===== src/assert_macros.svh =====
// Assertion helpers used by the top-level RTL.
`ifndef ASSERT_MACROS_SVH
`define ASSERT_MACROS_SVH

// Clocked assertion, disabled while reset is applied.
`define FFA_ASSERT(lbl, prop, msg) \
    lbl: assert property (@(posedge clk) disable iff (!rst_n) prop) else $error(msg);

// Clocked assertion that is also checked during reset.
`define FFA_ASSERT_ALWAYS(lbl, prop, msg) \
    lbl: assert property (@(posedge clk) prop) else $error(msg);

`endif


===== src/ffa_pkg.sv =====
package ffa_pkg;

    localparam int unsigned MAX_EXTENTS_DEF = 64;
    localparam logic [31:0] DATA_START_RST  = 32'd4096;
    localparam logic [31:0] REGION_SIZE_RST = 32'd1048576;

    // Configuration register indexes.
    localparam logic CFG_DATA_START  = 1'b0;
    localparam logic CFG_REGION_SIZE = 1'b1;

    // Request type codes.
    localparam logic REQ_RECORD = 1'b0;
    localparam logic REQ_ALLOC  = 1'b1;

    typedef enum logic [1:0] {
        OP_RECORD,
        OP_ALLOC,
        OP_REFUSE
    } op_kind_t;

    typedef struct packed {
        op_kind_t    kind;
        logic [31:0] start;
        logic [31:0] len;
    } op_t;

    typedef struct packed {
        logic [31:0] data_start;
        logic [31:0] region_size;
    } cfg_t;

    typedef enum logic [3:0] {
        ST_IDLE,
        ST_BOUND,
        ST_CHK_RD,
        ST_CHK_CMP,
        ST_NXT_RD,
        ST_NXT_CMP,
        ST_PUT_RD,
        ST_PUT_CMP,
        ST_PUT_DECIDE,
        ST_SH_RD,
        ST_SH_WR
    } back_state_t;

endpackage


===== src/ffa_front.sv =====
module ffa_front (
    input  logic          clk,
    input  logic          rst_n,
    input  logic          start,
    input  logic          req_type,
    input  logic [31:0]   extent_start,
    input  logic [31:0]   extent_length,
    input  logic          pop,
    output logic          busy,
    output logic          head_valid,
    output ffa_pkg::op_t  head
);
    import ffa_pkg::*;

    // Two-entry queue of classified requests.
    op_t        slot_reg [2];
    logic       wr_ptr_reg;
    logic       wr_ptr_next;
    logic       rd_ptr_reg;
    logic       rd_ptr_next;
    logic [1:0] fill_reg;
    logic [1:0] fill_next;
    logic       push;
    logic       do_pop;
    op_t        incoming;

    always_comb
    begin
        incoming.start = extent_start;
        incoming.len   = extent_length;
        if (req_type == REQ_RECORD)
            incoming.kind = OP_RECORD;
        else if (extent_length == 32'd0)
            incoming.kind = OP_REFUSE;
        else
            incoming.kind = OP_ALLOC;
    end

    assign busy       = (fill_reg == 2'd2);
    assign push       = start && !busy;
    assign head_valid = (fill_reg != 2'd0);
    assign head       = slot_reg[rd_ptr_reg];
    assign do_pop     = pop && head_valid;

    always_comb
    begin
        wr_ptr_next = push   ? !wr_ptr_reg : wr_ptr_reg;
        rd_ptr_next = do_pop ? !rd_ptr_reg : rd_ptr_reg;
        fill_next   = fill_reg + 2'(push) - 2'(do_pop);
    end

    always_ff @(posedge clk)
    begin
        if (push)
            slot_reg[wr_ptr_reg] <= incoming;
    end

    always_ff @(posedge clk or negedge rst_n)
    begin
        if (!rst_n)
        begin
            wr_ptr_reg <= 1'b0;
            rd_ptr_reg <= 1'b0;
            fill_reg   <= 2'd0;
        end
        else
        begin
            wr_ptr_reg <= wr_ptr_next;
            rd_ptr_reg <= rd_ptr_next;
            fill_reg   <= fill_next;
        end
    end

endmodule


===== config.mk =====
export PLATFORM = sky130hd
export DESIGN_NAME = ffa_front
export DESIGN_NICKNAME = d
export VERILOG_FILES = /design/src/assert_macros.svh /design/src/ffa_pkg.sv /design/src/ffa_front.sv
export SDC_FILE = /design/constraint.sdc
export NUM_CORES = 1
export LEC_CHECK = 0
export BUFFER_PORTS_ARGS = -buffer_cell sky130_fd_sc_hd__buf_2
export CORE_MARGIN = 5
export CORE_UTILIZATION = 40
export DETAILED_ROUTE_END_ITERATION = 16
export GPL_TIMING_DRIVEN = 0
export PLACE_DENSITY = 0.66
export SLEW_MARGIN = 25
export SYNTH_ARGS = -nofsm -noshare
export SYNTH_HDL_FRONTEND = slang
export SYNTH_SLANG_ARGS = --single-unit

===== constraint.sdc =====
create_clock -name clk -period 4.1 [get_ports clk]
set_clock_uncertainty 0.15 [all_clocks]
set_input_delay 0.41 -clock clk [delete_from_list [all_inputs] [get_ports clk]]
set_output_delay 0.41 -clock clk [all_outputs]
set_load 0.005 [all_outputs]

==> summary.md <==
| Metric | Value |
|---|---|
| Outcome | finished, final reports clean |
| Hold Crit Class | in -> reg |
| Xor/xnor cell area share of the yosys netlist | 0.00680 |
| Routability Congestion | 0.708 |
| # IOs | 137 |
| First-pass GRT wire length | 14,500 µm |
| CP Capture Type | output port |
| Startpoint Class | register |
| Post-DP Area | 0.00616 mm² |
| Flop-to-flop setup slack | 2.23 ns |
| Final min period | 2.22 ns |
| Final hold viol count | 0 |
| Initial DRT Pass Iterations | 4 |
| Largest net degree at the start of global routing | 39 |
| Register share of total power | 0.398 |
| Final slew viol count | 0 |
| Port buffer count | 136 |
| Post-CTS Resized | 0 |
| H-tree depth | 4 |
| Final Instance Area | 0.00680 mm² |
| Net count, final | 467 |
| Ys Warns | 0 |
| Mapped cell area | 0.00515 mm² |
| Reg clk slew, reported paths | 0.06 ns |
| Power share of the combinational group | 0.280 |
| Reg-to-Reg Start | fill_reg[1]$_DFF_PN0_ |
| Register area share after synthesis | 0.788 |
| Max reg flops | 132 |
| Post-Route WL | 9490 µm |
| Complex-gate fraction of the synthesized area | 0.00146 |
| Num CTS Buffers | 17 |
| Reg2reg end | fill_reg[1]$_DFF_PN0_ |
| Fmax | 450 MHz |
| Flops & latches, synth | 136 |
| Area of the core | 0.0126 mm² |
| Die W | 124 µm |
| Fill count | 1,036 |
| Max Cap Viol | 0 |
| CP Class | reg -> out |
| Adder-cell share of the synthesized area | 0.00485 |
| Setup Buffers After CTS | 0 |
| P_int | 3.72 mW |
| Largest family of logic cells by synthesized area | multiplexers |
| Power per cell area | 731 mW/mm² |
| Simple-Gate Fraction of Synth Area | 0.0194 |
| Synth Instances | 236 |
| Share of layout cells above drive strength 1 | 0.597 |
| Clk Latency, worst-skew pair | 0.41 ns |
| Fin util | 0.539 |
| DP HPWL | 6640 µm |
| Worst Setup SP | rd_ptr_reg$_DFFE_PN0P_ |
| RSZ-0062 raised after global routing | no |
| Site Rows | 41 |
| Total GRT Usage | 0.130 |
| Antenna-violating nets left | 0 |
| Distinct cells, synth | 21 |
| Initial antenna violation count | 0 |
| Crit share post-route | 0.542 |
| Worst Path Arrival | 1.66 ns |
| Vias in the first global route | 2,894 |
| Iter 0 DRT Violations | 108 |
| Pleak | 2.64 nW |
| Syn_nets | 307 |
| Synthesized area per cell | 21.8 µm² |
| Initial Util | 0.408 |
| Post-synthesis mux area share | 0.166 |
| Worst Reg2Reg Path Length in Cells | 7 |
| Max Buffers Root-to-Sink | 2 |
| Clk sinks | 136 |
| Fin Hold WS | 0.0406 ns |
| P_sw | 1.26 mW |
| Vias | 2,695 |
| Critical Path Fanout Max | 10 |
| Die area | 0.0153 mm² |
| Worst-Margin Slew | 0.517 ns |
| Total congestion overflow | 0 |
| Setup tns final | 0 ns |
| Vias per Instance | 4.64 |
| Number of diodes | 0 |
| DR WL/cell | 16.3 µm |
| Final setup viols | 0 |
| CTS tree | done |
| Die Y | 124 µm |
| Area grow syn2layout | 31.9% |
| Data required, critical path | 3.54 ns |
| Slew Limit Headroom | 0.652 |
| Worst setup endpoint | head[27] |
| Clock power frac | 0.322 |
| Net Sw Frac | 0.253 |
| Max VDD drop | 502 µV |
| Drt drc | 0 |
| Root Buffer | clkbuf_16 |
[metrics by stage]
| stage | setup WS, ns | total power [mW] | cells |
|---|---|---|---|
| CTS | 1.81 | 5.06 | 581 |
| finish | 1.88 | 4.97 | 581 |
| global route | 1.77 | 5.23 | 581 |
| floorplan | 0.112 | 2.85 | 236 |
| detailed placement | 2.18 | 3.44 | 548 |
| global placement | -1.60 | 3.37 | 544 |
[timing repair]
action | CTS | global route
setup endpoints to repair | 0 | 0
hold buffers | 1 | 0
endpoints found under the hold margin | 4 | 0
[critical path: stages, from the launching register on]
cell and delay [ns]:
dfrtp_1 0.37, buf_4 0.23, buf_6 0.21, mux2_4 0.31, buf_2 0.14
[cell families (layout without fill, tap and decap cells)]
logic type / Yosys count / count (layout)
buffers and inverters: 10 / 183
XOR/XNOR: 4 / 4
multiplexers: 66 / 66
adder cells (fa/ha/maj): 2 / 2
AO/OA/AOI/OAI: 1 / 1
AND/OR/NAND/NOR: 17 / 17
flip-flops: 136 / 136
[final cells by class]
| type | instances | area (µm²) | share of cell area |
|---|---|---|---|
| sequential | 136 | 4060 | 0.597 |
| multi-input combinational | 90 | 1040 | 0.152 |
| timing repair buffer | 141 | 786 | 0.116 |
| clock buffer | 17 | 425 | 0.0625 |
| tap | 172 | 215 | 0.0316 |
| clock inverter | 15 | 208 | 0.0305 |
| buffer | 7 | 56.3 | 0.00828 |
| inverter | 3 | 11.3 | 0.00166 |
[placed cells by master (no fill, tap or decap), types with 3 or more instances in the layout]
cell        instances
bufinv_16           5
clkinv_2            3
clkbuf_16          17
dfrtp_1             4
clkinv_1            3
clkinvlp_4          3
mux2_4             30
buf_2             139
xnor2_1             3
mux2_2             36
edfxtp_1          132
inv_1               3
nor4_1              8
buf_6               3
[worst min path at each step]
stage,from,end,slack [ns],cells past startpoint
4_1_cts,extent_start[24],slot_reg[0][56]$_DFFE_PP_,0.02,1
3_3_place_gp,rst_n,wr_ptr_reg$_DFFE_PN0P_,0.07,1
2_1_floorplan,rst_n,fill_reg[0]$_DFF_PN0_,-0.04,0
6_report,extent_start[28],slot_reg[1][60]$_DFFE_PP_,0.04,1
3_5_place_dp,rst_n,wr_ptr_reg$_DFFE_PN0P_,0.07,1
5_1_grt,extent_start[24],slot_reg[0][56]$_DFFE_PP_,0.02,1
[power by group through the flow]
stage	Sequential, mW	Clock (mW)	Combinational (mW)
floorplan	2.01	0	0.841
global placement	2.04	0	1.34
detailed placement	2.01	0	1.43
CTS	1.98	1.64	1.44
global route	2.00	1.71	1.52
finish	1.98	1.60	1.39
[cells in the mapped netlist]
library cell,n,share of area
nor4_1,8,0.0097
buf_2,3,0.0029
o21a_1,1,0.0015
nand2b_1,1,0.0012
or2_1,1,0.0012
buf_4,1,0.0015
and3_1,1,0.0012
nand4_1,2,0.0024
xor2_1,1,0.0017
mux2_2,36,0.079
and2_1,1,0.0012
nor2_1,1,0.00073
dfrtp_1,4,0.019
nand2_1,1,0.00073
edfxtp_1,132,0.77
ha_1,2,0.0049
xnor2_1,3,0.0051
mux2_4,30,0.087
buf_6,3,0.0066
inv_1,3,0.0022
nor3_1,1,0.00097
[metal layers]
metal | vias to the layer above | global-route usage | wire, µm
met4 | 0 | 0.0623 | 195
met2 | 97 | 0.209 | 4610
met3 | 18 | 0.0540 | 789
met1 | 1316 | 0.151 | 3890
li1 | 1264 | - | -
met5 | - | 0 | 0
Power figures use the tool's default switching activity.
